$ cat src/rtl/detection_decode_greedy_nms_assert.svh
// Assertion macros used by dgnms_back
`ifndef DETECTION_DECODE_GREEDY_NMS_ASSERT_SVH
`define DETECTION_DECODE_GREEDY_NMS_ASSERT_SVH

`define DGNMS_ASSERT_ALWAYS(label, cond) \
	label: assert property (@(posedge clk) disable iff (!arst_n) (cond)) \
		else $error("dgnms invariant violated");

`define DGNMS_ASSERT_IMPLIES(label, ante, cons) \
	label: assert property (@(posedge clk) disable iff (!arst_n) (ante) |-> (cons)) \
		else $error("dgnms implication violated");

`endif

$ cat src/rtl/dgnms_pkg.sv
package dgnms_pkg;

	localparam int KEPT_DEPTH_DEF = 64;
	localparam int BOX_FIELDS = 5;
	localparam int BASKET_CLASSES = 7;
	localparam int MAX_CLASSES = 250;
	localparam int QUEUE_DEPTH = 4;
	localparam int CFG_W = 24;
	localparam int KEPT_W = 128;

	typedef enum logic [2:0] {
		CFG_CLASS_COUNT,
		CFG_MIN_OBJECTNESS,
		CFG_MIN_CONFIDENCE,
		CFG_MAX_OVERLAP,
		CFG_PAD_X,
		CFG_PAD_Y,
		CFG_INVERSE_SCALE,
		CFG_CAMERA_ID
	} cfg_idx_t;

	typedef struct packed {
		logic signed [31:0] element;
		logic               group_start;
	} in_item_t;

	typedef struct packed {
		logic signed [31:0] left_x;
		logic signed [31:0] top_y;
		logic signed [31:0] center_x;
		logic signed [31:0] center_y;
		logic signed [31:0] box_width;
		logic signed [31:0] box_height;
		logic [7:0]         class_label;
		logic [16:0]        score;
		logic               in_basket;
		logic               picked;
		logic               store_full;
		logic [3:0]         source_camera;
	} out_item_t;

	typedef struct packed {
		logic [7:0]  class_count;
		logic [16:0] min_objectness;
		logic [16:0] min_confidence;
		logic [16:0] max_overlap;
		logic [11:0] pad_x;
		logic [11:0] pad_y;
		logic [23:0] inverse_scale;
		logic [3:0]  camera_id;
	} cfg_t;

	typedef struct packed {
		logic [3:0][31:0] box;
		logic [31:0]      objectness;
		logic [31:0]      best;
		logic [7:0]       best_class;
		logic             group;
	} row_rec_t;

	typedef enum logic [4:0] {
		ST_IDLE, ST_OBJ, ST_CONF, ST_MX, ST_MY, ST_MW, ST_MH, ST_EDGE, ST_AREA,
		ST_RD, ST_LD, ST_OV, ST_IN, ST_AK, ST_U, ST_PL, ST_PH, ST_DONE, ST_EMIT
	} back_state_t;

	function automatic logic signed [31:0] sat32(input logic signed [67:0] v);
		logic signed [31:0] r;
		if (v > 68'sh0_7FFF_FFFF)
			r = 32'sh7FFF_FFFF;
		else if (v < -68'sh0_8000_0000)
			r = 32'sh8000_0000;
		else
			r = v[31:0];
		return r;
	endfunction

endpackage

$ cat src/rtl/dgnms_front.sv
module dgnms_front import dgnms_pkg::*; (
	input  logic     clk,
	input  logic     arst_n,
	input  cfg_t     cfg,
	input  logic     in_valid,
	output logic     in_ready,
	input  in_item_t in_data,
	input  logic     q_full,
	output logic     push,
	output row_rec_t rec
);

	logic [7:0]       pos_q;
	logic             grp_q;
	logic [3:0][31:0] box_q;
	logic [31:0]      obj_q, best_q;
	logic [7:0]       cls_q;

	logic             acc, fin;
	logic [7:0]       pos, cnt, last;
	logic [3:0][31:0] box_n;
	logic [31:0]      obj_n, best_n;
	logic [7:0]       cls_n;

	assign in_ready = !q_full;
	assign acc      = in_valid && in_ready;

	always_comb begin
		pos = in_data.group_start ? 8'd0 : pos_q;
		if (cfg.class_count == 8'd0)
			cnt = 8'd1;
		else if (cfg.class_count > 8'(MAX_CLASSES))
			cnt = 8'(MAX_CLASSES);
		else
			cnt = cfg.class_count;
		last = 8'(BOX_FIELDS - 1) + cnt;
		fin  = pos >= last;

		box_n  = box_q;
		obj_n  = obj_q;
		best_n = best_q;
		cls_n  = cls_q;
		if (pos < 8'd4)
			box_n[pos[1:0]] = in_data.element;
		else if (pos == 8'd4)
			obj_n = in_data.element;
		else if (pos == 8'(BOX_FIELDS)) begin
			best_n = in_data.element;
			cls_n  = 8'd0;
		end else if ($signed(in_data.element) > $signed(best_q)) begin
			best_n = in_data.element;
			cls_n  = pos - 8'(BOX_FIELDS);
		end

		push           = acc && fin;
		rec.box        = box_n;
		rec.objectness = obj_n;
		rec.best       = best_n;
		rec.best_class = cls_n;
		rec.group      = grp_q || in_data.group_start;
	end

	always_ff @(posedge clk) begin
		if (acc) begin
			box_q  <= box_n;
			obj_q  <= obj_n;
			best_q <= best_n;
		end
	end

	always_ff @(posedge clk or negedge arst_n) begin
		if (!arst_n) begin
			pos_q <= '0;
			grp_q <= 1'b0;
			cls_q <= '0;
		end else if (acc) begin
			cls_q <= cls_n;
			if (fin) begin
				pos_q <= '0;
				grp_q <= 1'b0;
			end else begin
				pos_q <= pos + 8'd1;
				grp_q <= grp_q || in_data.group_start;
			end
		end
	end

endmodule

$ cat config.mk
export PLATFORM = sky130hd
export DESIGN_NAME = dgnms_front
export DESIGN_NICKNAME = d
export VERILOG_FILES = /design/src/rtl/detection_decode_greedy_nms_assert.svh /design/src/rtl/dgnms_pkg.sv /design/src/rtl/dgnms_front.sv
export SDC_FILE = /design/constraint.sdc
export NUM_CORES = 1
export LEC_CHECK = 0
export BUFFER_PORTS_ARGS = -buffer_cell sky130_fd_sc_hd__buf_2
export CAP_MARGIN = 20
export CORE_MARGIN = 2
export CORE_UTILIZATION = 42
export CTS_BUF_LIST = sky130_fd_sc_hd__clkbuf_4 sky130_fd_sc_hd__clkbuf_8
export DETAILED_ROUTE_END_ITERATION = 7
export GPL_TIMING_DRIVEN = 0
export PLACE_DENSITY = 0.69
export SYNTH_ARGS = -nofsm -noshare
export SYNTH_HDL_FRONTEND = slang
export SYNTH_SLANG_ARGS = --single-unit
export TNS_END_PERCENT = 1
$ cat constraint.sdc
create_clock -name clk -period 8.3 [get_ports clk]
set_input_delay 0.415 -clock clk [delete_from_list [all_inputs] [get_ports clk]]
set_output_delay 0.415 -clock clk [all_outputs]
set_load 0.005 [all_outputs]
Word-level counts from Yosys, hierarchy flattened
Index checks and enable logic that the tools add are counted.
{ "word_totals": {"regBits": 209, "inputBits": 148, "output_inout_bits": 203, "elab_cells": 45} }
{ "op_classes": {"n_addsub": 3, "n_lt_le_gt_ge": 6, "eq_ne": 2, "mux": 19, "reduce_logical": 6} }
{ "ops": {"columns": ["operator", "count"], "rows": [
  ["$mux 32", 7],
  ["$bwmux 128", 1],
  ["$mux 128", 1],
  ["$demux 32 s2", 1],
  ["$mux 8", 8],
  ["$gt 32x32->1", 1],
  ["$eq 8x3->1 const B", 2],
  ["$add 3x8->8 const A", 1],
  ["$add 8x1->8 const B", 1],
  ["$ge 8x8->1", 1],
  ["$gt 8x8->1 const B", 1],
  ["$logic_not 8->1", 1],
  ["$lt 8x3->1 const B", 1],
  ["$sub 8x3->8 const B", 1],
  ["$logic_and 1x1->1", 3],
  ["$lt 2x3->1 const B", 1],
  ["$ge 2x1->1 const B", 1],
  ["$logic_not 1->1", 1],
  ["$logic_or 1x1->1", 1],
  ["$mux 1", 1]
]} }

Logic depth before layout (Yosys ltp)
{ "depth": {"word_depth": 7, "depth_mapped": 12, "depth_no_buf": 12} }

Worst setup path before layout
No wires, ideal clock.
{ "synth_timing": {"path_kind": "input-to-reg", "start": "in q_full", "end": "reg cls_q[7]", "setup_ns": 0.095, "arrival_time_ns": 6.905, "t_required_ns": 8.205, "slack_ns": 1.300, "cell_stages": 6, "path_buffers": 2, "path_cell_list": "inv_1 nand2_1 clkbuf_1 clkinv_1 clkbuf_1 a32o_1"} }
{ "synth_between": {"elab_chain_len": 2} }
{ "synth_rtl": {"columns": ["item", "line", "text"], "rows": [
  ["from (decl)", "dgnms_front.sv:8", "input logic q_full,"],
  ["$logic_not 1->1", "dgnms_front.sv:25", "assign in_ready = !q_full;"],
  ["$logic_and 1x1->1", "dgnms_front.sv:26", "assign acc = in_valid && in_ready;"],
  ["net acc", "dgnms_front.sv:19", "logic acc, fin;"],
  ["to (signal assigned)", "dgnms_front.sv:77", "cls_q <= cls_n;"],
  ["to (decl)", "dgnms_front.sv:17", "logic [7:0] cls_q;"]
]} }
The timed path passes the listed nets, and every way through them passes these cells.
A chain may end at the register's enable or synchronous reset.

==> flow_summary.ini <==
[cells_and_area]
drive_gt1_share_pct = 47.1
nFillCells = 2119
area_delta_synth_final_pct = 23.7
layout.nets = 1194
layout.cell_area.non_filler_sq_um = 12900
antenna_cells = 0

[timing]
slew_headroom_pct = 42.8
post-route-min-period_ps = 4210
max_freq_mhz = 238
post-route-period-util_pct = 50.7
slew_viol_final = 0
final.setup_skew_ps = 24.2
report.final.setup_viol = 0
transition_at_the_pin_with_the_smallest_max_transition_slack_ps = 849
grt_setup_unrepaired = no
finalHoldViolCount = 0

[critical_path]
cp_data_required_time_ps = 7890
cp.arrival_ps = 3790
r2r_start = best_q[31]
crit_type = reg -> out
critical_path.endpoint_type = output pin
critical_path.max_fanout = 10
critical_path.startpoint = best_q[31]
worstSetupStartpointType = flop

[placed_design]
hpwl_after_detailed_placement_mm = 17.7
placed_cell_area_sq_um = 12100
place.gp.congestion = 0.772
io_buffer_count = 246

[pwr]
powerDensity_nw_per_um2 = 223
report.power.total_w = 0.00287
static-leakage-power_nw = 5.26
vdd_ir_drop_max_uv = 183

[clock_network]
clock_tree_root_buffer_cell = clkbuf_8
htree_levels = 2
worst_skew_pair.late_latency_ps = 510
clk_pin_slew_worst_paths_ps = 60
total_cts_buffers = 37
tritoncts = yes
max-clock-path-buffers = 3
clock-sinks = 209

[die]
rows = 57
die_height_um = 161
fp.dieArea_sq_um = 26000
fp.coreArea_sq_um = 24300
floorplan.initialDensity_pct = 42.8
boundaryPins = 351
die_width_um = 161

[routing]
wirelength_mm = 25.0
drt-pass1-iter-count = 4
routed_wire_length_per_instance_um = 18.5
drt_first_iter_violations = 391
dr_total_vias = 7009
drc_errors = 0
via_per_inst = 5.18
final_antenna_net_count = 0

[synthesis]
yosys_warnings = 0
yosys-top-cells-area = edfxtp_1 (55%), mux2_2 (17%), ha_1 (5.4%)
synthesis.area_per_instance_sq_um = 14.6
yosys_register_bits = 209
synth_top_cell_by_area = edfxtp_1
post_synth_inst_count = 712
syn_area_sq_um = 10400
synth_top_cell_area_share_pct = 55.4
postSynthNetCount = 905
synth_top_flop_cell = edfxtp_1
asyncSetResetFlopFracSynth_pct = 8.13
yosysSeqAreaShare_pct = 59.5
synth.distinct_cells = 53
synth_edf_count = 192

[grt]
global_route_overflow = 0
first_pass_grt_wire_length_mm = 38.4
number_of_antenna_violations_at_the_first_check_in_global_routing = 0
gr-usage-all-layers_pct = 18.8
grt_pass1_vias = 6889
grt_start_max_net_pins = 70

[hold_path]
hold_class = in -> reg
holdCritStartpoint = in_data[1]

[run_status]
run_status = finished, final reports clean

[run]
max_cap_viol_count = 0
[flip-flops by register name, indices dropped and copies added (netlist names)]
| register | cells |
|---|---|
| best_q | 32 |
| box_q | 128 |
| cls_q | 8 |
| grp_q | 1 |
| obj_q | 32 |
| pos_q | 8 |
[stage by stage]
stage                     std cells  hold WS, ps  worst slack, ps  TNS (ps)  utilization, %
after floorplan                 712          119             1300         0               -
after global placement         1282          366            -1560   -278750            49.5
after detailed placement       1285          367             4290         0            49.8
after CTS                      1353          221             3940         0            52.9
after global routing           1353          247             3770         0            52.9
final                          1353          262             4090         0            52.9
[Yosys cell counts, types with 3 or more instances]
cell type    n
mux2_2     156
o21ai_0     15
a21oi_1     22
o211ai_1     4
dfrtp_1     17
buf_6        5
nand2_1     34
a21o_1       3
nand2b_1     5
mux2_1      32
xor2_1       3
nor2b_1      7
a32o_1       8
nor3_1       3
and4_1       3
a22o_1      11
clkbuf_1    11
nand4_1      7
buf_2        5
nor2_1      15
ha_1        45
or2_2        3
inv_1       40
and2_1       3
nand3_1     22
edfxtp_1   192
o21a_1       3
xnor2_1      4
buf_1        8
[metal layers]
layer | up-vias | share of wire [%] | global-route usage, %
li1 | 3322 | - | -
met1 | 3443 | 44 | 24.5
met2 | 212 | 48 | 31.6
met3 | 32 | 6.9 | 4.65
met4 | 0 | 1.4 | 4.50
met5 | - | 0 | 0
[kinds of logic after synthesis]
family | synth area share [%]
XOR/XNOR | 0.590
buffers and inverters | 3.02
AND/OR/NAND/NOR | 5.90
flip-flops | 59.5
AO/OA/AOI/OAI | 5.10
multiplexers | 20.5
adder cells (fa/ha/maj) | 5.41
[path summary, 6_finish.rpt]
| path | slack, ps | depth (start not counted) | end |
|---|---|---|---|
| max in group asynchronous | 7620 | 2 | pos_q[3] |
| worst max register to register | 4900 | 11 | best_q[0] |
| worst min register to register | 490 | 2 | grp_q |
| worst min-delay path | 260 | 2 | obj_q[0] |
| worst max-delay path | 4090 | 12 | rec[9] |
| min in group asynchronous | 370 | 2 | cls_q[6] |
[area by class of cell]
class                   instances  area [sq um]  share of cell area [%]
plain buffers                  30           164                    1.27
multi-input cells             432          3890                    30.3
inverters                      41           154                    1.20
flip-flops and latches        209          6190                    48.1
well taps                     324           405                    3.15
repair buffers                250          1320                    10.2
clock inverters                13          67.6                   0.525
clock buffers                  54           674                    5.24
[power by group]
group	switching, W	internal [W]	total (W)
registers	0.0000365	0.00126	0.00130
logic	0.000337	0.000300	0.000637
clock network	0.000413	0.000523	0.000937
[cells in the final DEF (no fill, tap or decap), types with 17 or more instances in the layout]
master / synthesis / layout
inv_1: 40 / 40
nand3_1: 22 / 22
ha_1: 45 / 45
mux2_2: 156 / 156
clkbuf_8: 0 / 43
dfrtp_1: 17 / 17
edfxtp_1: 192 / 192
mux2_1: 32 / 32
buf_2: 5 / 251
nand2_1: 34 / 34
a21oi_1: 22 / 22
[worst max-delay path, cell delays in order, from the launching register on]
cell and delay, ps:
edfxtp_1 340, inv_1 40, ha_1 260, buf_4 160
nand4_2 160, nor4_2 460, nand3_1 340, and3b_1 290
a22o_1 250, nor2_4 230, buf_6 210, mux2_1 370
buf_2 150
[repair_timing]
item | 4_1_cts | 5_1_grt
gates resized for setup | 0 | 0
endpoints found under the hold margin | 17 | 0
hold buffers | 1 | 0
buffers inserted | 0 | 0
Power figures use the tool's default switching activity.
