--- config.mk ---
export PLATFORM = sky130hd
export DESIGN_NAME = dgnms_queue
export DESIGN_NICKNAME = d
export VERILOG_FILES = /design/src/rtl/detection_decode_greedy_nms_assert.svh /design/src/rtl/dgnms_pkg.sv /design/src/rtl/dgnms_queue.sv
export SDC_FILE = /design/constraint.sdc
export NUM_CORES = 1
export LEC_CHECK = 0
export ABC_AREA = 1
export BUFFER_PORTS_ARGS = -buffer_cell sky130_fd_sc_hd__buf_2
export CAP_MARGIN = 20
export CELL_PAD_IN_SITES_DETAIL_PLACEMENT = 0
export CELL_PAD_IN_SITES_GLOBAL_PLACEMENT = 1
export CORE_ASPECT_RATIO = 1.1
export CORE_MARGIN = 5
export CORE_UTILIZATION = 30
export CTS_BUF_LIST = sky130_fd_sc_hd__clkbuf_4
export CTS_CLUSTER_DIAMETER = 60
export DETAILED_ROUTE_END_ITERATION = 8
export PLACE_DENSITY = 0.52
export SYNTH_ARGS = -nofsm -noshare
export SYNTH_HDL_FRONTEND = slang
export SYNTH_SLANG_ARGS = --single-unit
--- constraint.sdc ---
create_clock -name clk -period 6.08 [get_ports clk]
set_clock_uncertainty 0.15 [all_clocks]
set_input_delay 0.912 -clock clk [delete_from_list [all_inputs] [get_ports clk]]
set_output_delay 0.912 -clock clk [all_outputs]
set_load 0.05 [all_outputs]
--- src/rtl/detection_decode_greedy_nms_assert.svh ---
// Assertion macros used by dgnms_back
`ifndef DETECTION_DECODE_GREEDY_NMS_ASSERT_SVH
`define DETECTION_DECODE_GREEDY_NMS_ASSERT_SVH

`define DGNMS_ASSERT_ALWAYS(label, cond) \
	label: assert property (@(posedge clk) disable iff (!arst_n) (cond)) \
		else $error("dgnms invariant violated");

`define DGNMS_ASSERT_IMPLIES(label, ante, cons) \
	label: assert property (@(posedge clk) disable iff (!arst_n) (ante) |-> (cons)) \
		else $error("dgnms implication violated");

`endif

--- src/rtl/dgnms_pkg.sv ---
package dgnms_pkg;

	localparam int KEPT_DEPTH_DEF = 64;
	localparam int BOX_FIELDS = 5;
	localparam int BASKET_CLASSES = 7;
	localparam int MAX_CLASSES = 250;
	localparam int QUEUE_DEPTH = 4;
	localparam int CFG_W = 24;
	localparam int KEPT_W = 128;

	typedef enum logic [2:0] {
		CFG_CLASS_COUNT,
		CFG_MIN_OBJECTNESS,
		CFG_MIN_CONFIDENCE,
		CFG_MAX_OVERLAP,
		CFG_PAD_X,
		CFG_PAD_Y,
		CFG_INVERSE_SCALE,
		CFG_CAMERA_ID
	} cfg_idx_t;

	typedef struct packed {
		logic signed [31:0] element;
		logic               group_start;
	} in_item_t;

	typedef struct packed {
		logic signed [31:0] left_x;
		logic signed [31:0] top_y;
		logic signed [31:0] center_x;
		logic signed [31:0] center_y;
		logic signed [31:0] box_width;
		logic signed [31:0] box_height;
		logic [7:0]         class_label;
		logic [16:0]        score;
		logic               in_basket;
		logic               picked;
		logic               store_full;
		logic [3:0]         source_camera;
	} out_item_t;

	typedef struct packed {
		logic [7:0]  class_count;
		logic [16:0] min_objectness;
		logic [16:0] min_confidence;
		logic [16:0] max_overlap;
		logic [11:0] pad_x;
		logic [11:0] pad_y;
		logic [23:0] inverse_scale;
		logic [3:0]  camera_id;
	} cfg_t;

	typedef struct packed {
		logic [3:0][31:0] box;
		logic [31:0]      objectness;
		logic [31:0]      best;
		logic [7:0]       best_class;
		logic             group;
	} row_rec_t;

	typedef enum logic [4:0] {
		ST_IDLE, ST_OBJ, ST_CONF, ST_MX, ST_MY, ST_MW, ST_MH, ST_EDGE, ST_AREA,
		ST_RD, ST_LD, ST_OV, ST_IN, ST_AK, ST_U, ST_PL, ST_PH, ST_DONE, ST_EMIT
	} back_state_t;

	function automatic logic signed [31:0] sat32(input logic signed [67:0] v);
		logic signed [31:0] r;
		if (v > 68'sh0_7FFF_FFFF)
			r = 32'sh7FFF_FFFF;
		else if (v < -68'sh0_8000_0000)
			r = 32'sh8000_0000;
		else
			r = v[31:0];
		return r;
	endfunction

endpackage

--- src/rtl/dgnms_queue.sv ---
module dgnms_queue import dgnms_pkg::*; (
	input  logic     clk,
	input  logic     arst_n,
	input  logic     push,
	input  row_rec_t din,
	output logic     full,
	input  logic     pop,
	output row_rec_t dout,
	output logic     empty
);

	localparam int PW = $clog2(QUEUE_DEPTH);

	row_rec_t       mem_q [QUEUE_DEPTH];
	logic [PW-1:0]  wr_q, rd_q;
	logic [PW:0]    cnt_q;

	assign full  = cnt_q == (PW+1)'(QUEUE_DEPTH);
	assign empty = cnt_q == '0;
	assign dout  = mem_q[rd_q];

	always_ff @(posedge clk) begin
		if (push)
			mem_q[wr_q] <= din;
	end

	always_ff @(posedge clk or negedge arst_n) begin
		if (!arst_n) begin
			wr_q  <= '0;
			rd_q  <= '0;
			cnt_q <= '0;
		end else begin
			if (push)
				wr_q <= wr_q + 1'b1;
			if (pop)
				rd_q <= rd_q + 1'b1;
			if (push && !pop)
				cnt_q <= cnt_q + 1'b1;
			else if (pop && !push)
				cnt_q <= cnt_q - 1'b1;
		end
	end

endmodule

; Yosys cells after proc, flatten, opt, wreduce, memory -nomap -nowiden
; Memory sizes are Yosys's and may differ from the RTL's.
; Index checks and enable logic that the tools add are counted.
[classes]
muxes = 4
n_reduce_logical = 6
add_sub_neg = 4
n_eq_ne = 1
[ops]
columns = op, count
row1 = $mux 3, 2
row2 = $add 2x1->2 const B, 2
row3 = $add 3x1->3 const B, 1
row4 = $eq 3x3->1 const B, 1
row5 = $logic_not 3->1, 1
row6 = $sub 3x1->3 const B, 1
row7 = $logic_and 1x1->1, 2
row8 = $logic_not 1->1, 2
row9 = $mux 1, 2
row10 = $reduce_bool 2->1, 1
[totals]
ramBits = 804
regBits = 7
memories = 1
input_bits = 205
[memory_table]
columns = name, depth, width, read_ports, rd_clocked_by_memory_dff, write_ports, line
row1 = mem_q, 4, 201, 1, 0, 1, dgnms_queue.sv:14  ; row_rec_t mem_q [QUEUE_DEPTH];

; Logic depth before layout (Yosys ltp)
; Gate-level depths: netlist of the first run.
[logic_depth]
ltp_word = 4
ltp_mapped = 9

; Worst setup path before layout of the first run
; Ideal clock, no wire load.
[synth_timing]
kind = input to register
startpoint = in push
endpoint = mem mem_q[0][0] (netlist name), enable pin
t_required_ns = 5.377
setup_ns = 0.553
t_arrival_ns = 5.087
stages = 3
setup_slack_ns = 0.290
path_cell_list = clkbuf_1 -> nand2_1 -> inv_1
[synth_between]
elab_chain_len = 2
[synth_lines]
columns = element, line
row1 = from (decl), dgnms_queue.sv:4  ; input logic push,
row2 = $mux 1, dgnms_queue.sv:23  ; if (push)
row3 = $mux 1 (implied by the code), dgnms_queue.sv:24  ; mem_q[wr_q] <= din;
row4 = to (decl), dgnms_queue.sv:14
; No other way between the ends.

==> impl_metrics.ini, run 1 <==
[setup_path]
crit_required_ps = 5020
cp-startpoint = rd_q[0]
crit_buf_inv = 2
crit_chain = buf_4 > o211ai_1 > nand2_1 > buf_2
cpMaxStageDelayCell = dfrtp_4
reg2reg_slack_ps = 3420
worstSetupPathType = flip-flop to output pin
path_depth = 4
crit_path_end = dout[114]
worst_path_largest_cell_delay_ps = 1060
reg2reg_from = wr_q[0]
endpoint_kind = output pin
critPathLaunchType = flip-flop
critPathTopFamily = flip-flops
r2r_cells = 5
crit_fanout = 64
worstReg2RegEnd = mem_q[2][128]
cp.arrival_ps = 3620

[floorplan]
die_w_um = 327
io_pins = 408
core_mm2 = 0.109
rows = 127
start_util_pct = 30.3
die_h_um = 358
dieArea_mm2 = 0.117

[sta]
slew_violations = 0
finalCritPeriodShare_pct = 77.0
worst_pin_slew_ps = 1030
period_needed_ps = 4680
rsz0062_at_grt = no
setup_viol = 0
hold_viol = 0
maxSlewHeadroom_pct = 31.6
fmax_mhz = 214
tns_ps = 0
hold_ws_ps = 364

[detailed_routing]
via_per_inst = 4.36
final_antenna_net_count = 0
num_vias = 20600
wirelength_um = 84200
wl_per_cell_um = 17.9
first_pass_iters = 5
drc = 0
drtIter0Drc = 895

[placed_design]
portBuffers = 407
post-dp-hpwl_um = 47600
place_congestion = 0.709

[pwr]
p_leak_uw = 0.0166
ir_drop_mv = 0.371
finalPower_uw = 22600
power_per_cell_area_mw_per_mm2 = 547

[cts]
cts.sinks = 811
cts_buffers = 219
cts-root-buf = clkbuf_4
clkLatencyLatePin_ps = 1020
clockBufferDepth = 3
path_clk_slew_ps = 70
htree_levels = 4
cts_tree = built

[global_route]
grt_pass1_wl_um = 127000
track_usage_pct = 14.2
grt_pass1_vias = 21500
grt_max_degree = 145
grt_antenna_before_repair = 11
grt_remaining_overflow = 0

[synthesis]
ys_types = 19
syn-num-nets = 2604
seq_area_frac_synth_pct = 73.5
synth_top_area_cell = edfxtp_1
syn_area_per_cell_um2 = 13.8
synthTopCellsByArea = edfxtp_1, nand2_1, o211ai_2
synth_warnings = 0
synthCells = 2393
synth.cell_area_mm2 = 0.0331
synth_top_area_share_pct = 72.9
synth_seq_cells = 811

[run]
cap_violations = 0

[min_path]
worstHoldPathType = flip-flop to flip-flop
hold_depth = 2

[outcome]
status = finished clean

[finish]
final_cell_mix = edfxtp_1, nand2_1, inv_1
area_delta_synth_final_pct = 24.7
layout_commonest_cell = edfxtp_1
drive_above_1_share_pct = 29.5
nets = 3328
==> layer usage <==
layer  global-route usage (%)  up-vias  share of wire (%)
met5                        0        -              0.015
met4                     5.30        2                2.5
met3                     4.38      171                6.2
met2                     23.9      539                 48
met1                     17.2     9867                 43
li1                         -     9981                  -
==> metrics by stage <==
stage | setup WS (ps) | area (µm²) | std cells | util (%)
4_1_cts | 1050 | 41300 | 4703 | 37.7
3_5_place_dp | 2340 | 36500 | 4110 | 33.3
2_1_floorplan | 290 | 33100 | 2393 | -
5_1_grt | 1020 | 41300 | 4707 | 37.8
3_3_place_gp | 2360 | 36500 | 4110 | 33.3
6_report | 1400 | 41300 | 4712 | 37.8
==> how the worst min path moves through the flow <==
stage	endpoint	slack, ps	from
after CTS	mem_q[0][152]	200	din[152]
after global routing	mem_q[0][10]	270	din[10]
after global placement	cnt_q[2]	330	cnt_q[2]
after floorplan	cnt_q[2]	310	cnt_q[2]
after detailed placement	cnt_q[2]	360	cnt_q[2]
final	cnt_q[2]	360	cnt_q[2]
==> state kept, by name (all words and copies together), names as in the netlist <==
signal and cells:
cnt_q 3, rd_q 2, mem_q 804, wr_q 2
==> power breakdown <==
| group | total (µW) | internal [µW] | switching, µW |
|---|---|---|---|
| clock network | 4760 | 2510 | 2250 |
| registers | 7710 | 7310 | 396 |
| logic | 10100 | 2260 | 7850 |
| total | 22600 | 12100 | 10500 |
==> kinds of logic after synthesis <==
logic type	Yosys count	share of synthesized area, %
AO/OA/AOI/OAI	403	11.9
XOR/XNOR	4	0.106
adder cells (fa/ha/maj)	6	0.249
buffers and inverters	549	7.28
flip-flops	811	73.5
AND/OR/NAND/NOR	620	7.05
==> cell usage after synthesis (all sizes together) <==
cell / count
dfrtp: 7
xor2: 3
nor3: 2
xnor2: 1
edfxtp: 804
clkbuf: 24
nand3: 1
fa: 1
o211ai: 402
nand4: 1
inv: 414
o21ai: 1
buf: 111
ha: 5
nand2: 616
==> timing repair <==
| action | in CTS | in global routing |
|---|---|---|
| hold endpoints to repair | 816 | 0 |
| setup buffers | 0 | 0 |
| hold buffers | 205 | 0 |
| setup endpoints to repair | 0 | 0 |
| resized for setup | 0 | 0 |
==> cell type report <==
class | instances | area, µm²
Tap cell | 1419 | 1780
Inverter | 414 | 1590
Multi-Input combinational cell | 1033 | 6370
Antenna cell | 9 | 22.5
Timing Repair Buffer | 638 | 4430
Clock buffer | 330 | 2480
Fill cell | 10500 | 68000
Clock inverter | 58 | 287
Sequential cell | 811 | 24300
==> tightest hold or removal path, stage by stage, from the launching register on <==
cell	delay, ps
dfrtp_1	370
nand2_1	60
nand2_1	50
No activity file was read; power rests on OpenSTA's default activity.
==> run 2, diff against run 1 <==
--- a/config.mk
+++ b/config.mk
@@ -5,7 +5,7 @@
 export SDC_FILE = /design/constraint.sdc
 export NUM_CORES = 1
 export LEC_CHECK = 0
-export ABC_AREA = 1
+export ABC_AREA = 0
 export BUFFER_PORTS_ARGS = -buffer_cell sky130_fd_sc_hd__buf_2
 export CAP_MARGIN = 20
 export CELL_PAD_IN_SITES_DETAIL_PLACEMENT = 0
==> constraint.sdc (replaced) <==
create_clock -name clk -period 4.3 [get_ports clk]
set_clock_uncertainty 0.15 [all_clocks]
set_input_delay 0.645 -clock clk [delete_from_list [all_inputs] [get_ports clk]]
set_output_delay 0.645 -clock clk [all_outputs]
set_load 0.05 [all_outputs]
==> run 2 against run 1 <==
Against the previous run:
- setup slack got worse by 910 ps
- register-to-register slack worse by 1500 ps
- sequential cell count did not move
- clock power increased by 32%
- synthesized cell count down 55%
- hold slack got worse by 140 ps
- total power rose by 26%
==> impl_metrics.ini, run 2 <==
[pwr]
internal_power_uw = 16900
ir_drop_mv = 0.577
p_sw_share_pct = 40.4
finalPower_uw = 28400
power.switching_uw = 11500
p_seq_share_pct = 37.9
p_leak_uw = 0.0132
p_comb_share_pct = 40.1
power_frac_clock_pct = 22.0
power_per_cell_area_mw_per_mm2 = 746

[cts]
cts.sinks = 811
cts_resized = 0
htree_levels = 4
cts_tree = built
cts_buffers = 207
clkLatencyLatePin_ps = 1000
clockBufferDepth = 3
path_clk_slew_ps = 70
cts-root-buf = clkbuf_4

[synthesis]
seq_area_frac_synth_pct = 82.7
async_flop_share_pct = 0.863
synthCells = 1084
synth_most_common_cell = edfxtp_1
syn-num-nets = 1295
synth_seq_cells = 811
synth_warnings = 0
synthTopCellsByArea = edfxtp_1, mux4_2, buf_6
syn_area_per_cell_um2 = 27.1
synth_top_area_share_pct = 82.1
ys_types = 21
synth_top_area_cell = edfxtp_1
yosys_most_used_dff = edfxtp_1
synth_commonest_cells = edfxtp_1, mux4_2, buf_2
synth-edff-count = 804
synth.cell_area_mm2 = 0.0294

[finish]
top_regs = mem_q x804, cnt_q x3
final_cell_mix = edfxtp_1, buf_2, clkbuf_4
largest_reg_flops = 804
layout_commonest_cell = edfxtp_1
regArea_mm2 = 0.0243
multiInputGateArea_mm2 = 0.00474
drive_above_1_share_pct = 46.6
area_delta_synth_final_pct = 29.5
largest_register = mem_q
fillers = 8964
nets = 2131

[global_route]
grt_antenna_before_repair = 13
use_met2_pct = 22.3
track_usage_pct = 13.4
busiest_layer = met2
grt_remaining_overflow = 0
grt_pass1_vias = 17000
grt_max_degree = 65
grt_pass1_wl_um = 105000
use_met3_pct = 5.01
use_met1_pct = 16.1

[floorplan]
die_w_um = 309
core_mm2 = 0.0973
rows = 120
start_util_pct = 30.2
io_pins = 408
dieArea_mm2 = 0.104
die_h_um = 338

[setup_path]
cp-startpoint = rd_q[1]
worst_path_largest_cell_delay_ps = 940
cp.arrival_ps = 3020
worstReg2RegEnd = mem_q[2][34]
cpMaxStageDelayCell = dfrtp_4
reg2reg_slack_ps = 1930
critPathLaunchType = flip-flop
worstSetupPathType = flip-flop to output pin
crit_fanout = 40
crit_chain = buf_4 > mux4_2 > buf_2
endpoint_kind = output pin
crit_required_ps = 3500
reg2reg_from = wr_q[0]
r2r_cells = 4
crit_path_end = dout[61]

[sta]
fmax_mhz = 262
rsz0062_at_grt = no
period_needed_ps = 3810
worst_pin_slew_ps = 921
tns_ps = 0
slew_violations = 0
hold_viol = 0
maxSlewHeadroom_pct = 38.6
finalCritPeriodShare_pct = 88.7
hold_ws_ps = 222
setup_viol = 0

[placed_design]
post-dp-hpwl_um = 42600
portBuffers = 407
place_congestion = 0.704

[detailed_routing]
first_pass_iters = 6
num_vias = 14900
drtIter0Drc = 748
via_per_inst = 4.41
drc = 0
wl_per_cell_um = 20.8
wirelength_um = 70300
final_antenna_net_count = 0

[outcome]
status = finished clean

[run]
cap_violations = 0

[min_path]
hp-start = din[129]
worstHoldPathType = input pin to flip-flop
## run 2: cell families after synthesis
| kind of cell | count (synthesis) | share of synthesized area [%] |
|---|---|---|
| muxes | 202 | 15.4 |
| adders and majority gates | 6 | 0.281 |
| and+or+nand+nor | 9 | 0.166 |
| DFF | 811 | 82.7 |
| buffers and inverters | 49 | 1.25 |
| AOI/OAI and AO/OA | 1 | 0.0170 |
| xor gates and xnor gates | 6 | 0.179 |
## run 2: critical path: cells and delay by family (launching register included)
family / cells / cell delay, ps
buffers and inverters: 2 / 650
DFF: 1 / 940
muxes: 1 / 390
## run 2: repair_timing
item | 4_1_cts | 5_1_grt
setup endpoints to repair | 12 | 0
hold endpoints to repair | 818 | 0
hold buffers | 215 | 0
setup buffers | 1 | 0
## run 2: power by group through the flow
stage,clock network (µW),logic [µW],registers (µW)
after CTS,6590,11700,10800
after detailed placement,0,11400,11000
final,6260,11400,10800
after global routing,7020,12000,10900
after floorplan,0,8500,10800
after global placement,0,11500,10900
## run 2: cell type report
type | count | area share, %
repair buffers | 672 | 12.7
diodes | 8 | 0.0526
multi-input cells | 224 | 12.4
inverters | 4 | 0.0394
clock inverters | 89 | 1.14
flip-flops and latches | 811 | 63.9
clock buffers | 284 | 5.60
well taps | 1281 | 4.21
## run 2: worst min path at each step
stage / to / slack [ps] / cells past startpoint
2_1_floorplan: cnt_q[0] / 200 / 0
3_3_place_gp: cnt_q[2] / 330 / 1
3_5_place_dp: cnt_q[2] / 330 / 1
4_1_cts: mem_q[2][137] / 0.3 / 2
5_1_grt: mem_q[1][17] / 60 / 2
6_report: mem_q[1][129] / 220 / 2
## run 2: layer usage
metal / wire length [µm] / share of wire, %
met3: 5690 / 8.1
met2: 34900 / 50
met1: 28100 / 40
met4: 1570 / 2.2
met5: 34 / 0.048
## run 2: per-stage QoR
| step | cells | utilization [%] | worst slack [ps] | instance area (µm²) |
|---|---|---|---|---|
| finish | 3373 | 39.2 | 487 | 38100 |
| floorplan | 1084 | - | 581 | 29400 |
| global placement | 2776 | 34.3 | 1220 | 33300 |
| detailed placement | 2776 | 34.3 | 1210 | 33300 |
| CTS | 3365 | 39.1 | 150 | 38100 |
| global route | 3368 | 39.1 | 188 | 38100 |
==> run 3, diff against run 2 <==
--- a/config.mk
+++ b/config.mk
@@ -7,7 +7,6 @@
 export LEC_CHECK = 0
 export ABC_AREA = 0
 export BUFFER_PORTS_ARGS = -buffer_cell sky130_fd_sc_hd__buf_2
-export CAP_MARGIN = 20
 export CELL_PAD_IN_SITES_DETAIL_PLACEMENT = 0
 export CELL_PAD_IN_SITES_GLOBAL_PLACEMENT = 1
 export CORE_ASPECT_RATIO = 1.1
@@ -16,6 +15,7 @@
 export CTS_BUF_LIST = sky130_fd_sc_hd__clkbuf_4
 export CTS_CLUSTER_DIAMETER = 60
 export DETAILED_ROUTE_END_ITERATION = 8
+export HOLD_SLACK_MARGIN = 0.05
 export PLACE_DENSITY = 0.52
 export SYNTH_ARGS = -nofsm -noshare
 export SYNTH_HDL_FRONTEND = slang
==> constraint.sdc (replaced) <==
create_clock -name clk -period 4.3 [get_ports clk]
set_clock_uncertainty 0.15 [all_clocks]
set_input_delay 0.645 -clock clk [delete_from_list [all_inputs] [get_ports clk]]
set_output_delay 0.645 -clock clk [all_outputs]
set_load 0.005 [all_outputs]
==> run 3 against run 2 <==
Against the previous run:
- via count is 3.1% higher
- routed wire length decreased by 0.94%
- final cell count rose by 3.2%
- non-clock buffer count rose by 123
- critical endpoint is now dout[60]
- critical path type unchanged
- utilization grew 1.3 points
- count of clock-buffer cells in the layout increased by 31
- largest cell class unchanged
- hold slack gained 30 ps
- combinational power decreased by 38%
- largest power group is now registers
==> impl_metrics.ini, run 3 (synthesized netlist as in run 2, its figures left out) <==
[setup_path]
worstReg2RegEnd = mem_q[1][119]
cp.arrival_ps = 3130
endpoint_kind = output pin
r2r_cells = 4
reg2reg_from = wr_q[1]
worst_path_largest_cell_delay_ps = 770
crit_required_ps = 3500
crit_fanout = 22
reg2reg_slack_ps = 1880
worstSetupPathType = flip-flop to output pin
crit_chain = buf_4 > mux4_2 > buf_2
cpMaxStageDelayCell = dfrtp_4
critPathLaunchType = flip-flop

[finish]
multiInputGateArea_mm2 = 0.00474
top_regs = mem_q x804, cnt_q x3
final_cell_mix = edfxtp_1, buf_2, dlygate4sd3_1
final_cells = 3481
nets = 2256
area_delta_synth_final_pct = 33.8
layout_commonest_cell = edfxtp_1
largest_reg_flops = 804
regArea_mm2 = 0.0243
fillers = 8858
drive_above_1_share_pct = 45.5
largest_register = mem_q

[cts]
cts_setup_buffers = 0
cts_resized = 0
path_clk_slew_ps = 60
cts_buffers = 209
clockBufferDepth = 3
cts-root-buf = clkbuf_4
cts_tree = built
hold_buffers = 337
clkLatencyLatePin_ps = 1010
cts.sinks = 811
htree_levels = 4

[global_route]
grt_remaining_overflow = 0
grt_pass1_vias = 17300
grt_pass1_wl_um = 105000
grt_antenna_before_repair = 10
track_usage_pct = 13.3
grt_max_degree = 91

[sta]
rsz0062_at_grt = no
hold_viol = 0
finalCritPeriodShare_pct = 91.4
hold_ws_ps = 252
slew_violations = 0
setup_viol = 0
period_needed_ps = 3930
worst_pin_slew_ps = 945
fmax_mhz = 255
tns_ps = 0
maxSlewHeadroom_pct = 37.0

[detailed_routing]
wirelength_um = 69700
num_vias = 15300
via_per_inst = 4.41
drc = 0
wl_per_cell_um = 20.0
drtIter0Drc = 793
final_antenna_net_count = 0
first_pass_iters = 4

[floorplan]
start_util_pct = 30.2
io_pins = 408
die_w_um = 309
rows = 120
core_mm2 = 0.0973
die_h_um = 338
dieArea_mm2 = 0.104

[placed_design]
dp.cells = 2778
place_congestion = 0.699
post-dp-hpwl_um = 42000
portBuffers = 407

[outcome]
status = finished clean

[min_path]
hold_depth = 2
worstHoldPathType = input pin to flip-flop
hp-start = din[106]
min_to = mem_q[3][106]

[pwr]
ir_drop_mv = 0.339
p_leak_uw = 0.0138
power_per_cell_area_mw_per_mm2 = 617
finalPower_uw = 24300

[run]
cap_violations = 0
-- run 3: cell types whose count changed in the layout (fill, tap and decap cells not counted), sizes merged --
cell,delta
dlygate4sd3,+122
bufinv,+1
clkbuf,+31
buf,+1
clkinv,-49
inv,+2
-- run 3: through the flow --
step | cell area, µm² | setup slack (ps) | util [%]
2_1_floorplan | 29400 | 581 | -
3_3_place_gp | 33300 | 1340 | 34.2
3_5_place_dp | 33300 | 1330 | 34.2
4_1_cts | 39300 | 61.1 | 40.4
5_1_grt | 39400 | 42.4 | 40.4
6_report | 39400 | 371 | 40.5
-- run 3: final cells by class --
cell class | count | share of cell area, %
Antenna cell | 8 | 0.0509
Sequential cell | 811 | 61.8
Inverter | 4 | 0.0381
Multi-Input combinational cell | 224 | 12.0
Clock inverter | 43 | 0.728
Tap cell | 1281 | 4.07
Clock buffer | 315 | 6.01
Timing Repair Buffer | 795 | 15.3
-- run 3: routing by layer --
metal	part of all wire [%]	global-route usage [%]
met1	39	15.5
met2	50	22.2
met3	8.6	5.38
met4	2.2	4.84
met5	0.039	0
-- run 3: worst max path at each step --
stage / start / end / slack, ps / cells after the start
2_1_floorplan: push / mem_q[3][0] / 580 / 1
3_3_place_gp: rd_q[0] / dout[60] / 1340 / 3
3_5_place_dp: rd_q[0] / dout[60] / 1330 / 3
4_1_cts: rd_q[0] / dout[60] / 60 / 3
5_1_grt: rd_q[0] / dout[60] / 40 / 3
6_report: rd_q[0] / dout[60] / 370 / 3
-- run 3: worst max-delay path: cells and delay by family, from the launching register on --
family,cells,cell delay [ps]
multiplexers,1,620
buffers and inverters,2,680
flip-flops,1,770
-- run 3: power by group --
part | leakage (µW) | switching (µW) | internal [µW]
Combinational | 0.00473 | 3600 | 3440
Sequential | 0.00746 | 453 | 10300
Clock | 0.00158 | 2970 | 3500
